==> src/hdl/nfb_pkg.sv <==
`timescale 1ns / 1ps
package nfb_pkg;
  localparam int MAX_INPUTS_DEF = 64;
  localparam int DATA_WIDTH_DEF = 16;
  localparam int ACC_W = 40;

  localparam logic [2:0] REQ_LOAD = 3'd0;
  localparam logic [2:0] REQ_FWD  = 3'd1;
  localparam logic [2:0] REQ_OBP  = 3'd2;
  localparam logic [2:0] REQ_HBP  = 3'd3;
  localparam logic [2:0] REQ_READ = 3'd4;

  localparam logic [1:0] KIND_FWD   = 2'd0;
  localparam logic [1:0] KIND_DELTA = 2'd1;
  localparam logic [1:0] KIND_READ  = 2'd2;

  localparam logic [1:0] CFG_MODE  = 2'd0;
  localparam logic [1:0] CFG_LR    = 2'd1;
  localparam logic [1:0] CFG_COUNT = 2'd2;

  localparam logic [1:0] ACT_SOFTSIGN = 2'd0;
  localparam logic [1:0] ACT_TANH     = 2'd1;
  localparam logic [1:0] ACT_RELU     = 2'd2;

  function automatic logic [12:0] tanh_tab(input logic [4:0] k);
    logic [12:0] r;
    begin
      unique case (k)
        5'd0: r = 13'd0;     5'd1: r = 13'd1003;  5'd2: r = 13'd1893;
        5'd3: r = 13'd2602;  5'd4: r = 13'd3119;  5'd5: r = 13'd3475;
        5'd6: r = 13'd3707;  5'd7: r = 13'd3856;  5'd8: r = 13'd3949;
        5'd9: r = 13'd4006;  5'd10: r = 13'd4041; 5'd11: r = 13'd4063;
        5'd12: r = 13'd4076; 5'd13: r = 13'd4084; 5'd14: r = 13'd4089;
        5'd15: r = 13'd4091; default: r = 13'd4093;
      endcase
      return r;
    end
  endfunction
endpackage

==> src/hdl/nfb_div.sv <==
`timescale 1ns / 1ps
// Restoring divider for softsign: q = floor(a*4096 / (4096+a)), a nonnegative.
module nfb_div
  import nfb_pkg::*;
(
  input  logic        clk,
  input  logic        rst_n,
  input  logic        start,
  input  logic [15:0] a,
  output logic        done,
  output logic [12:0] q
);
  logic [28:0] num_r, num_nxt;
  logic [29:0] rem_r, rem_nxt;
  logic [16:0] den_r;
  logic [4:0]  cnt_r;
  logic        busy_r;
  logic [29:0] trial;

  always_comb begin
    trial = {rem_r[28:0], num_r[28]};
    if (trial >= {13'd0, den_r}) begin
      rem_nxt = trial - {13'd0, den_r};
      num_nxt = {num_r[27:0], 1'b1};
    end else begin
      rem_nxt = trial;
      num_nxt = {num_r[27:0], 1'b0};
    end
  end

  always_ff @(posedge clk) begin
    if (!rst_n) begin
      busy_r <= 1'b0;
      done   <= 1'b0;
      cnt_r  <= '0;
    end else begin
      done <= 1'b0;
      if (start) begin
        busy_r <= 1'b1;
        cnt_r  <= 5'd28;
        num_r  <= {1'b0, a, 12'd0};
        rem_r  <= '0;
        den_r  <= 17'd4096 + {1'b0, a};
      end else if (busy_r) begin
        num_r <= num_nxt;
        rem_r <= rem_nxt;
        if (cnt_r == 5'd0) begin
          busy_r <= 1'b0;
          done   <= 1'b1;
        end
        cnt_r <= cnt_r - 5'd1;
      end
    end
  end
  assign q = num_r[12:0];
endmodule

==> config.mk <==
export PLATFORM = sky130hd
export DESIGN_NAME = nfb_div
export DESIGN_NICKNAME = d
export VERILOG_FILES = /design/src/hdl/nfb_pkg.sv /design/src/hdl/nfb_div.sv
export SDC_FILE = /design/constraint.sdc
export NUM_CORES = 1
export LEC_CHECK = 0
export BUFFER_PORTS_ARGS = -buffer_cell sky130_fd_sc_hd__buf_2
export CAP_MARGIN = 40
export CORE_MARGIN = 4
export CORE_UTILIZATION = 40
export CTS_CLUSTER_DIAMETER = 200
export DETAILED_ROUTE_END_ITERATION = 10
export GPL_TIMING_DRIVEN = 0
export HOLD_SLACK_MARGIN = 0.06
export PLACE_DENSITY = 0.68
export SLEW_MARGIN = 0
export SYNTH_ARGS = -nofsm -noshare
export SYNTH_HDL_FRONTEND = slang
export SYNTH_SLANG_ARGS = --single-unit
==> constraint.sdc <==
create_clock -name clk -period 2.6 [get_ports clk]
set_input_delay 0.52 -clock clk [delete_from_list [all_inputs] [get_ports clk]]
set_output_delay 0.52 -clock clk [all_outputs]
set_load 0.005 [all_outputs]
# Word level (Yosys, flattened, before mapping)
# Cells that the tools add are included.
# W data, S select, Z words.
# word_totals
out_inout_bits	14
input_bits	19
regBits	82
wordCells	31
# op_classes
reduce_logical	6
order_cmp	1
muxes	11
bitwise_logic	2
n_addsub	3
# op_table
operator	n
$mux W29	3
$ge A30 B17 Y1	1
$sub A29 B17 Y29	1
$mux W28	1
$add A13 B16 Y17 const A	1
$mux W5	2
$logic_not A5 Y1	1
$mux W1	5
$sub A5 B1 Y5 const B	1
$reduce_and A2 Y1	2
$reduce_or A3 Y1	1
$not A1 Y1	2
$reduce_bool A2 Y1	1
$reduce_or A2 Y1	1

# Depth between registers and ports, before layout
# Gate-level depths: netlist of the first run.
# logic_depth
word_depth	4
depth_mapped	14
depth_no_buf	11

# Worst setup path after synthesis of the first run
# OpenSTA, ideal clock, no wires.
# synth_path
kind	reg2reg
startpoint	register num_r[28]
endpoint	register rem_r[26], data pin
required_time_ns	2.453
period_less_slack_ns	2.812
path_slack_ns	-0.212
setup_ns	0.147
path_stages_with_launch	12
n_path_buf	0
t_arrival_ns	2.665
path_cell_list	edfxtp_1 > inv_1 > ha_1 > inv_1 > fa_1 > a21o_1 > a311oi_1 > or4_1 > a21o_1 > nand3_1 > or4_1 > a21oi_1
# synth_between
elab_chain_len	3
word_cells_on_any_way	4
classes_between	add/sub (1); order compare (1); mux (2)
# synth_rtl
item	line	source
from (decl)	nfb_div.sv:13	logic [28:0] num_r, num_nxt;
from (signal assigned)	nfb_div.sv:41	num_r <= {1'b0, a, 12'd0};
from (signal assigned)	nfb_div.sv:45	num_r <= num_nxt;
$sub A29 B17 Y29 / $ge A30 B17 Y1 (equally long branches)	nfb_div.sv:23, nfb_div.sv:22	
$mux W29 *	nfb_div.sv:22	if (trial >= {13'd0, den_r}) begin
$mux W29 *	nfb_div.sv:44	end else if (busy_r) begin
to (signal assigned)	nfb_div.sv:46	rem_r <= rem_nxt;
to (decl)	nfb_div.sv:14	logic [29:0] rem_r, rem_nxt;
# Mark *: on every way between the ends. The rest lies on a longest branch, timed or not. The select of a mux whose other input is x is not followed.
# A chain may end at the register's enable or synchronous reset.

# Final worst setup path of the first run
# layout_path
startpoint	register rem_r[17]
endpoint	register rem_r[27], data pin
# layout_between
elab_chain_len	3
word_cells_on_any_way	4
classes_between	add/sub (1); order compare (1); mux (2)
# layout_rtl
item	line
$sub A29 B17 Y29 / $ge A30 B17 Y1 (equally long branches)	nfb_div.sv:23, nfb_div.sv:22
$mux W29 *	nfb_div.sv:22
$mux W29 *	nfb_div.sv:44
# Marks and branches as above.

==> impl_metrics.ini, run 1 <==
[global_route]
grt_pass1_vias = 3517
antenna_found_initial = 0
grt-ovfl-total = 0
grt_pass1_wl_um = 17300
grt_start_max_net_pins = 31
grt_use_total_pct = 16.4

[floorplanning]
ios = 33
rows = 38
core_um2 = 11000
fp.dieH_um = 115
die_area_um2 = 13300
die_width_um = 115
start_util_pct = 41.7

[synthesis]
netlist_top_cells_area = edfxtp_1, ha_1, mux2_2
synthArstFlopShare_pct = 0
synth_top_area_cell = edfxtp_1
ys_seq_elements = 82
synth.avg_cell_area_um2 = 11.2
syn_nets = 451
postSynthCellCount = 411
yosysTopAreaCellShare_pct = 49.0
yosys.cell_count.top_type = edfxtp_1
synth-main-ff-cell = edfxtp_1
synth_edf_count = 75
ys_top_cells_by_count = edfxtp_1, nand2_1, a21oi_1
netlist_area_um2 = 4600
ys_types = 53
yosys_warnings = 0
ys_seq_area_share_pct = 52.0

[hold_path]
hp-class = in2reg

[setup_path]
path_cells = or4_4 > or4_4 > nor4_4 > nand4_2 > a21oi_4 > buf_6 > bufbuf_16 > buf_4 > o31ai_4 > a21oi_2
worst_path_max_delay_cell = or4_4
slowest_delay_ns = 0.56
start_kind = register
critPathKind = reg2reg
critPathMaxFanout = 6
crit_path_end_kind = register
worstPathRequired_ns = 2.79
cp.arrival_ns = 3.17
path_common_cell = or4_4

[detailed_routing]
viasPerCell = 5.42
drtAntennaViolNets = 0
wl_met1_um = 4580
drc_errors = 0
wl_per_cell_um = 16.2
met2_length_um = 4940
drt-pass1-iter-count = 4
drtIter0Drc = 229
top_layer_used = met4
routed_wl_um = 10300
met3WireLength_um = 401
dr_total_vias = 3447

[finish]
antenna_cells = 0
nFillCells = 912
stdcell_count = 636
drive_above_1_share_pct = 37.9
area_growth_pct = 28.8
nets = 531

[placed_design]
placed_cells = 583
gp_congestion = 0.848
io_buffers = 31
dp_hpwl_um = 6390

[power]
ir_drop_uv = 423
powerDensity_nw_per_um2 = 604
leakagePower_nw = 2.29
power_mw = 3.58

[clocking]
cts_num_sinks = 82
numCtsBuffers = 9
cts-root-buf = clkbuf_16
cts.path.max_buffers = 2
htree_levels = 3
tritoncts = done
cts_hold_buffers = 0
path_clk_slew_ns = 0.06
clk_latency_ns = 0.34

[timing]
fmax_mhz = 336
setup_violations = 30
slew_headroom_pct = 44.0
worstMarginPinSlew_ns = 0.839
period_needed_ns = 2.98
clock_skew_ns = 0.00742
rsz0062_at_grt = yes
post-route-period-util_pct = 114
fin_ws_ns = -0.377
finalMaxSlewViolations = 0
hold_violations = 0

[outcome]
violations = setup timing
outcome = finished with violations

[job]
cap_violations = 0
[worst paths after layout]
kind	from	endpoint	slack [ns]	cells after the start
min reg2reg	cnt_r[1]	cnt_r[1]	0.50	2
min	a[4]	den_r[4]	0.37	1
max reg2reg	rem_r[17]	rem_r[27]	-0.38	10
max	rem_r[17]	rem_r[27]	-0.38	10
[cells by family (layout without fill, tap and decap cells)]
logic type               count (synthesis)  count (layout)  share of synthesized area [%]
AO/OA/AOI/OAI                           86              86                           12.5
XOR/XNOR                                15              15                           2.86
adder cells (fa/ha/maj)                 21              21                           5.87
buffers and inverters                   56             141                           6.55
flip-flops                              82              82                           52.0
multiplexers                            20              20                           4.84
AND/OR/NAND/NOR                        131             131                           15.4
[worst max-delay path: cells and delay by family, from the launching register on]
kind	cells	cell delay, ns
AOI/OAI and AO/OA	3	0.36
DFF	1	0.39
buffers and inverters	3	0.54
and+or+nand+nor	4	1.53
[routing by layer]
layer  vias to the layer above  track usage (%)
met4                         0             9.39
met5                         -                0
met1                      1658             21.5
met3                        25             2.84
met2                        90             25.8
li1                       1674                -
[layout make-up]
class                      count  area, um2  share of cell area, %
sequential                    82       2390                   40.4
multi-input combinational    273       2220                   37.5
clock buffer                   9        225                   3.80
buffer                        27        213                   3.59
inverter                      27        101                   1.71
tap                          140        175                   2.96
timing repair buffer          71        562                   9.48
clock inverter                 7       36.3                  0.612
[stage by stage]
stage / TNS, ns / instance area, um2 / hold WS [ns] / utilization, % / worst slack, ns
after floorplan: -0.509 / 4630 / 0.468 / - / -0.0887
after global placement: -49.67 / 4960 / 0.479 / 44.9 / -0.646
after detailed placement: -12.83 / 4980 / 0.497 / 45.1 / -0.646
after CTS: -5.04 / 5760 / 0.360 / 52.2 / -0.268
after global routing: -10.86 / 5930 / 0.356 / 53.7 / -0.475
final: -7.99 / 5930 / 0.367 / 53.7 / -0.377
[report_power, final]
part / switching (mW) / leakage, nW / total (mW) / internal, mW
Clock: 0.505 / 0.132 / 1.14 / 0.634
Combinational: 0.437 / 1.38 / 0.815 / 0.377
Sequential: 0.0562 / 0.779 / 1.62 / 1.57
Total: 0.999 / 2.29 / 3.58 / 2.58
[registers in the layout, indices dropped and copies added, names as in the netlist]
name	flops
busy_r	1
cnt_r	5
den_r	17
done	1
num_r	29
rem_r	29
[cell usage in the layout, fill, tap and decap left out, types with 4 or more instances in the layout]
master      n
xor2_1      7
nor2b_1    15
o21ai_0     7
edfxtp_1   75
nand2_1    21
nand2_4     4
a21o_1      4
ha_1       17
inv_1      26
nor2_1     24
buf_4      37
a21boi_0    6
a21oi_1    18
mux2_2     16
buf_2      32
nor3_1      4
dfxtp_1     7
nand2_2     6
clkbuf_1    7
xnor2_1     8
buf_6      15
clkinv_2    5
or4_1       4
clkbuf_16   9
nand3_1     9
or4_4       7
a21oi_2    12
or3_1       6
[timing repair]
item                       CTS  global route
setup endpoints to repair   30            30
pin swaps                   26            22
gates cloned                 3             0
setup buffers               28            10
resized for setup           63            26
Note: power is estimated with default switching activity, not from simulation.
==> run 2: changes to the inputs <==
- CORE_MARGIN: 4 -> not set
- PLACE_DENSITY: 0.68 -> 0.66
- clock period: 2.6 -> 3.8 ns (I/O delays scaled with it)
==> impl_metrics.ini, run 2 (synthesis results as in run 1) <==
[timing]
worstMarginPinSlew_ns = 0.834
fmax_mhz = 296
period_needed_ns = 3.37
setup_violations = 0
post-route-period-util_pct = 88.8
hold_violations = 0
clock_skew_ns = 0.00848
rsz0062_at_grt = no
slew_headroom_pct = 44.1
holdWs_ns = 0.540
setup-tns-final_ns = 0
finalMaxSlewViolations = 0

[detailed_routing]
drc_errors = 0
wl_per_cell_um = 15.0
dr_total_vias = 3208
routed_wl_um = 9000
drtAntennaViolNets = 0
drtIter0Drc = 152
viasPerCell = 5.36
drt-pass1-iter-count = 5

[setup_path]
critPathKind = reg2reg
worst_path_max_delay_cell = or4_1
reg2reg_depth = 10
path_common_cell = a21o_1
rrSetupSlack_ns = 0.43
worstPathRequired_ns = 3.99
r2r_end = rem_r[11]
path_cells = ha_1 > clkbuf_1 > a21o_1 > a311oi_1 > or4_1 > a21o_1 > o21bai_1 > buf_2 > nand3_1 > a21oi_1
r2r_start = rem_r[3]
critPathMaxFanout = 10
cp.arrival_ns = 3.57
crit_path_end_kind = register
slowest_delay_ns = 0.58
start_kind = register

[finish]
drive_above_1_share_pct = 20.1
area_growth_pct = 13.8
nets = 493
final_core_util_pct = 47.5
top_regs = num_r (29), rem_r (29), den_r (17)
final_common_cell = edfxtp_1
antenna_cells = 0
layout_common_cells = edfxtp_1, buf_2, nand2_1

[floorplanning]
ios = 33
die_width_um = 109
fp.dieH_um = 109
start_util_pct = 41.7
rows = 38
die_area_um2 = 11900
core_um2 = 11000

[placed_design]
dp_hpwl_um = 6190
io_buffers = 31
gp_congestion = 0.863

[power]
powerDensity_nw_per_um2 = 460
ir_drop_uv = 338
leakagePower_nw = 2.00

[hold_path]
min_from = num_r[21]
holdPathEnd = num_r[22]
hold_path_depth = 1
hp-class = reg2reg

[clocking]
post_cts.repair.setup_buffers = 0
cts.repair.resized = 0
cts-root-buf = clkbuf_16
tritoncts = done
cts_hold_buffers = 0
cts.path.max_buffers = 2
htree_levels = 3
cts_num_sinks = 82
clk_latency_ns = 0.34
numCtsBuffers = 9
path_clk_slew_ns = 0.06

[global_route]
grt_start_max_net_pins = 60
grt_use_total_pct = 16.6
grt_pass1_vias = 3113
grt_pass1_wl_um = 15000
grt-ovfl-total = 0
antenna_found_initial = 0

[job]
cap_violations = 0

[outcome]
outcome = finished, final reports clean
## run 2: where the power goes
| part | switching, mW | internal, mW |
|---|---|---|
| clock | 0.365 | 0.510 |
| sequential | 0.0385 | 1.07 |
| combinational | 0.239 | 0.184 |
## run 2: layout make-up
class | count | area, um2
Buffer | 29 | 200
Multi-Input combinational cell | 273 | 1910
Clock buffer | 10 | 229
Sequential cell | 82 | 2390
Fill cell | 1022 | 5800
Clock inverter | 6 | 67.6
Timing Repair Buffer | 31 | 155
Tap cell | 140 | 175
Inverter | 27 | 101
## run 2: worst max path at each step
stage	endpoint	startpoint	cells past startpoint	slack, ns
6_report	rem_r[11]	rem_r[3]	10	0.43
5_1_grt	rem_r[25]	rem_r[7]	9	0.17
4_1_cts	rem_r[11]	rem_r[3]	10	0.41
3_5_place_dp	rem_r[11]	rem_r[3]	10	0.43
3_3_place_gp	num_r[20]	start	2	0.21
2_1_floorplan	rem_r[26]	num_r[28]	11	0.99
## run 2: per-stage QoR
| step | std cells | total power [mW] | setup WS (ns) | area, um2 |
|---|---|---|---|---|
| 4_1_cts | 598 | 2.42 | 0.412 | 5240 |
| 3_5_place_dp | 582 | 1.55 | 0.427 | 4940 |
| 5_1_grt | 598 | 2.53 | 0.167 | 5240 |
| 2_1_floorplan | 411 | 1.45 | 0.988 | 4600 |
| 6_report | 598 | 2.41 | 0.426 | 5240 |
| 3_3_place_gp | 582 | 1.54 | 0.206 | 4930 |
## run 2: critical path: cells and delay by family, from the launching register on
kind            cells  cell delay, ns
simple gates        2            0.71
compound gates      5            1.22
flops               1            0.39
fa+ha+maj           1            0.29
buf+inv             2            0.61
## run 2: metal layers
| metal | up-vias | share of wire (%) | global-route usage [%] |
|---|---|---|---|
| li1 | 1600 | - | - |
| met1 | 1514 | 47 | 22.2 |
| met2 | 78 | 47 | 25.7 |
| met3 | 16 | 3.6 | 3.29 |
| met4 | 0 | 2.6 | 8.29 |
| met5 | - | 0 | 0 |
==> run 3: changes to the inputs <==
- CORE_UTILIZATION: 40 -> 55
- PLACE_DENSITY: 0.66 -> 0.83
==> impl_metrics.ini, run 3 (synthesis results as in run 1) <==
[outcome]
outcome = finished, final reports clean

[clocking]
htree_levels = 3
path_clk_slew_ns = 0.09
tritoncts = done
cts_num_sinks = 82
cts-root-buf = clkbuf_8
numCtsBuffers = 9
cts.repair.resized = 0
cts.path.max_buffers = 2
post_cts.repair.setup_buffers = 0
clk_latency_ns = 0.36
cts_hold_buffers = 0

[setup_path]
critPathMaxFanout = 10
path_common_cell = a21o_1
cp.arrival_ns = 3.66
crit_path_end_kind = register
worstPathRequired_ns = 4.01
critPathKind = reg2reg
path_cells = ha_1 > clkbuf_1 > a21o_1 > a311oi_1 > or4_1 > a21o_1 > o21bai_1 > buf_2 > nand3_1 > a21oi_1
slowest_delay_ns = 0.58
start_kind = register
critPathBufInv = 2
path_delay_family = compound AO/OA/AOI/OAI gates
worst_path_max_delay_cell = or4_1

[job]
cap_violations = 0

[floorplanning]
rows = 32
start_util_pct = 58.0
die_width_um = 93.5
core_um2 = 7930
ios = 33
fp.dieH_um = 93.5
die_area_um2 = 8730

[timing]
period_needed_ns = 3.45
rsz0062_at_grt = no
worstMarginPinSlew_ns = 0.833
finalMaxSlewViolations = 0
setup-tns-final_ns = 0
post-route-period-util_pct = 90.8
fmax_mhz = 290
slew_headroom_pct = 44.2
hold_violations = 0
clock_skew_ns = 0.0142
setup_violations = 0

[placed_design]
io_buffers = 31
placed_cells = 545
gp_congestion = 0.887
dp_hpwl_um = 6420

[power]
seqPwrFrac_pct = 52.2
p_switching_uw = 623
leakagePower_nw = 1.95
switching_share_pct = 29.3
powerDensity_nw_per_um2 = 419
ir_drop_uv = 290
power_mw = 2.13
clkPwrFrac_pct = 27.5
power_frac_comb_pct = 20.3
internal-power_mw = 1.51

[finish]
antenna_cells = 0
nets = 494
final_core_util_pct = 64.1
top_regs = num_r (29), rem_r (29), den_r (17)
drive_above_1_share_pct = 20.5
area_growth_pct = 10.5
stdcell_count = 561
layout_common_cells = edfxtp_1, buf_2, nand2_1
final_common_cell = edfxtp_1

[detailed_routing]
drtIter0Drc = 277
drt-pass1-iter-count = 4
routed_wl_um = 8980
drc_errors = 0
dr_total_vias = 3276
viasPerCell = 5.84
wl_per_cell_um = 16.0
drtAntennaViolNets = 0

[global_route]
grt_util_met1_pct = 28.7
antenna_found_initial = 0
grt-ovfl-total = 0
grt_pass1_vias = 3163
grt_pass1_wl_um = 14500
grt_start_max_net_pins = 39
grt_use_total_pct = 21.8
top_usage_layer = met2
met2_usage_pct = 35.6
use_met3_pct = 2.93

[hold_path]
hp-class = reg2reg
[run 3: worst reg2reg max path: stages, from the launching register on]
cell and delay, ns:
edfxtp_1 0.42, ha_1 0.30, clkbuf_1 0.26, a21o_1 0.21, a311oi_1 0.11, or4_1 0.58, a21o_1 0.24, o21bai_1 0.55
buf_2 0.37, nand3_1 0.12, a21oi_1 0.16
[run 3: through the flow]
step	hold slack [ns]	instance area, um2	worst slack (ns)
final	0.521	5080	0.348
after detailed placement	0.498	4900	0.430
after CTS	0.517	5080	0.409
after global routing	0.552	5080	0.117
after floorplan	0.468	4600	0.988
after global placement	0.481	4880	0.332
[run 3: path summary, 6_finish.rpt]
check	slack [ns]	endpoint	cells after the start	start
worst max register to register	0.35	rem_r[11]	10	rem_r[3]
worst min-delay path	0.52	cnt_r[1]	2	cnt_r[1]
worst min register to register	0.52	cnt_r[1]	2	cnt_r[1]
worst max-delay path	0.35	rem_r[11]	10	rem_r[3]
[run 3: power groups by stage]
stage / clock (mW) / combinational, mW / sequential [mW]
after CTS: 0.598 / 0.428 / 1.11
after floorplan: 0 / 0.328 / 1.12
after detailed placement: 0 / 0.426 / 1.13
final: 0.586 / 0.431 / 1.11
after global routing: 0.625 / 0.480 / 1.12
after global placement: 0 / 0.402 / 1.13
[run 3: cell type report]
| class | instances | area [um2] |
|---|---|---|
| clock inverter | 6 | 50.0 |
| sequential | 82 | 2390 |
| clock buffer | 10 | 128 |
| multi-input combinational | 273 | 1910 |
| inverter | 27 | 101 |
| timing repair buffer | 32 | 175 |
| buffer | 29 | 200 |
| fill | 612 | 2850 |
| tap | 102 | 128 |
[run 3: routing by layer]
layer | wire (um) | part of all wire, % | vias to the layer above
met3 | 386 | 4.3 | 16
met2 | 4480 | 50 | 95
met1 | 3900 | 43 | 1567
li1 | - | - | 1598
met5 | 0 | 0 | -
met4 | 209 | 2.3 | 0
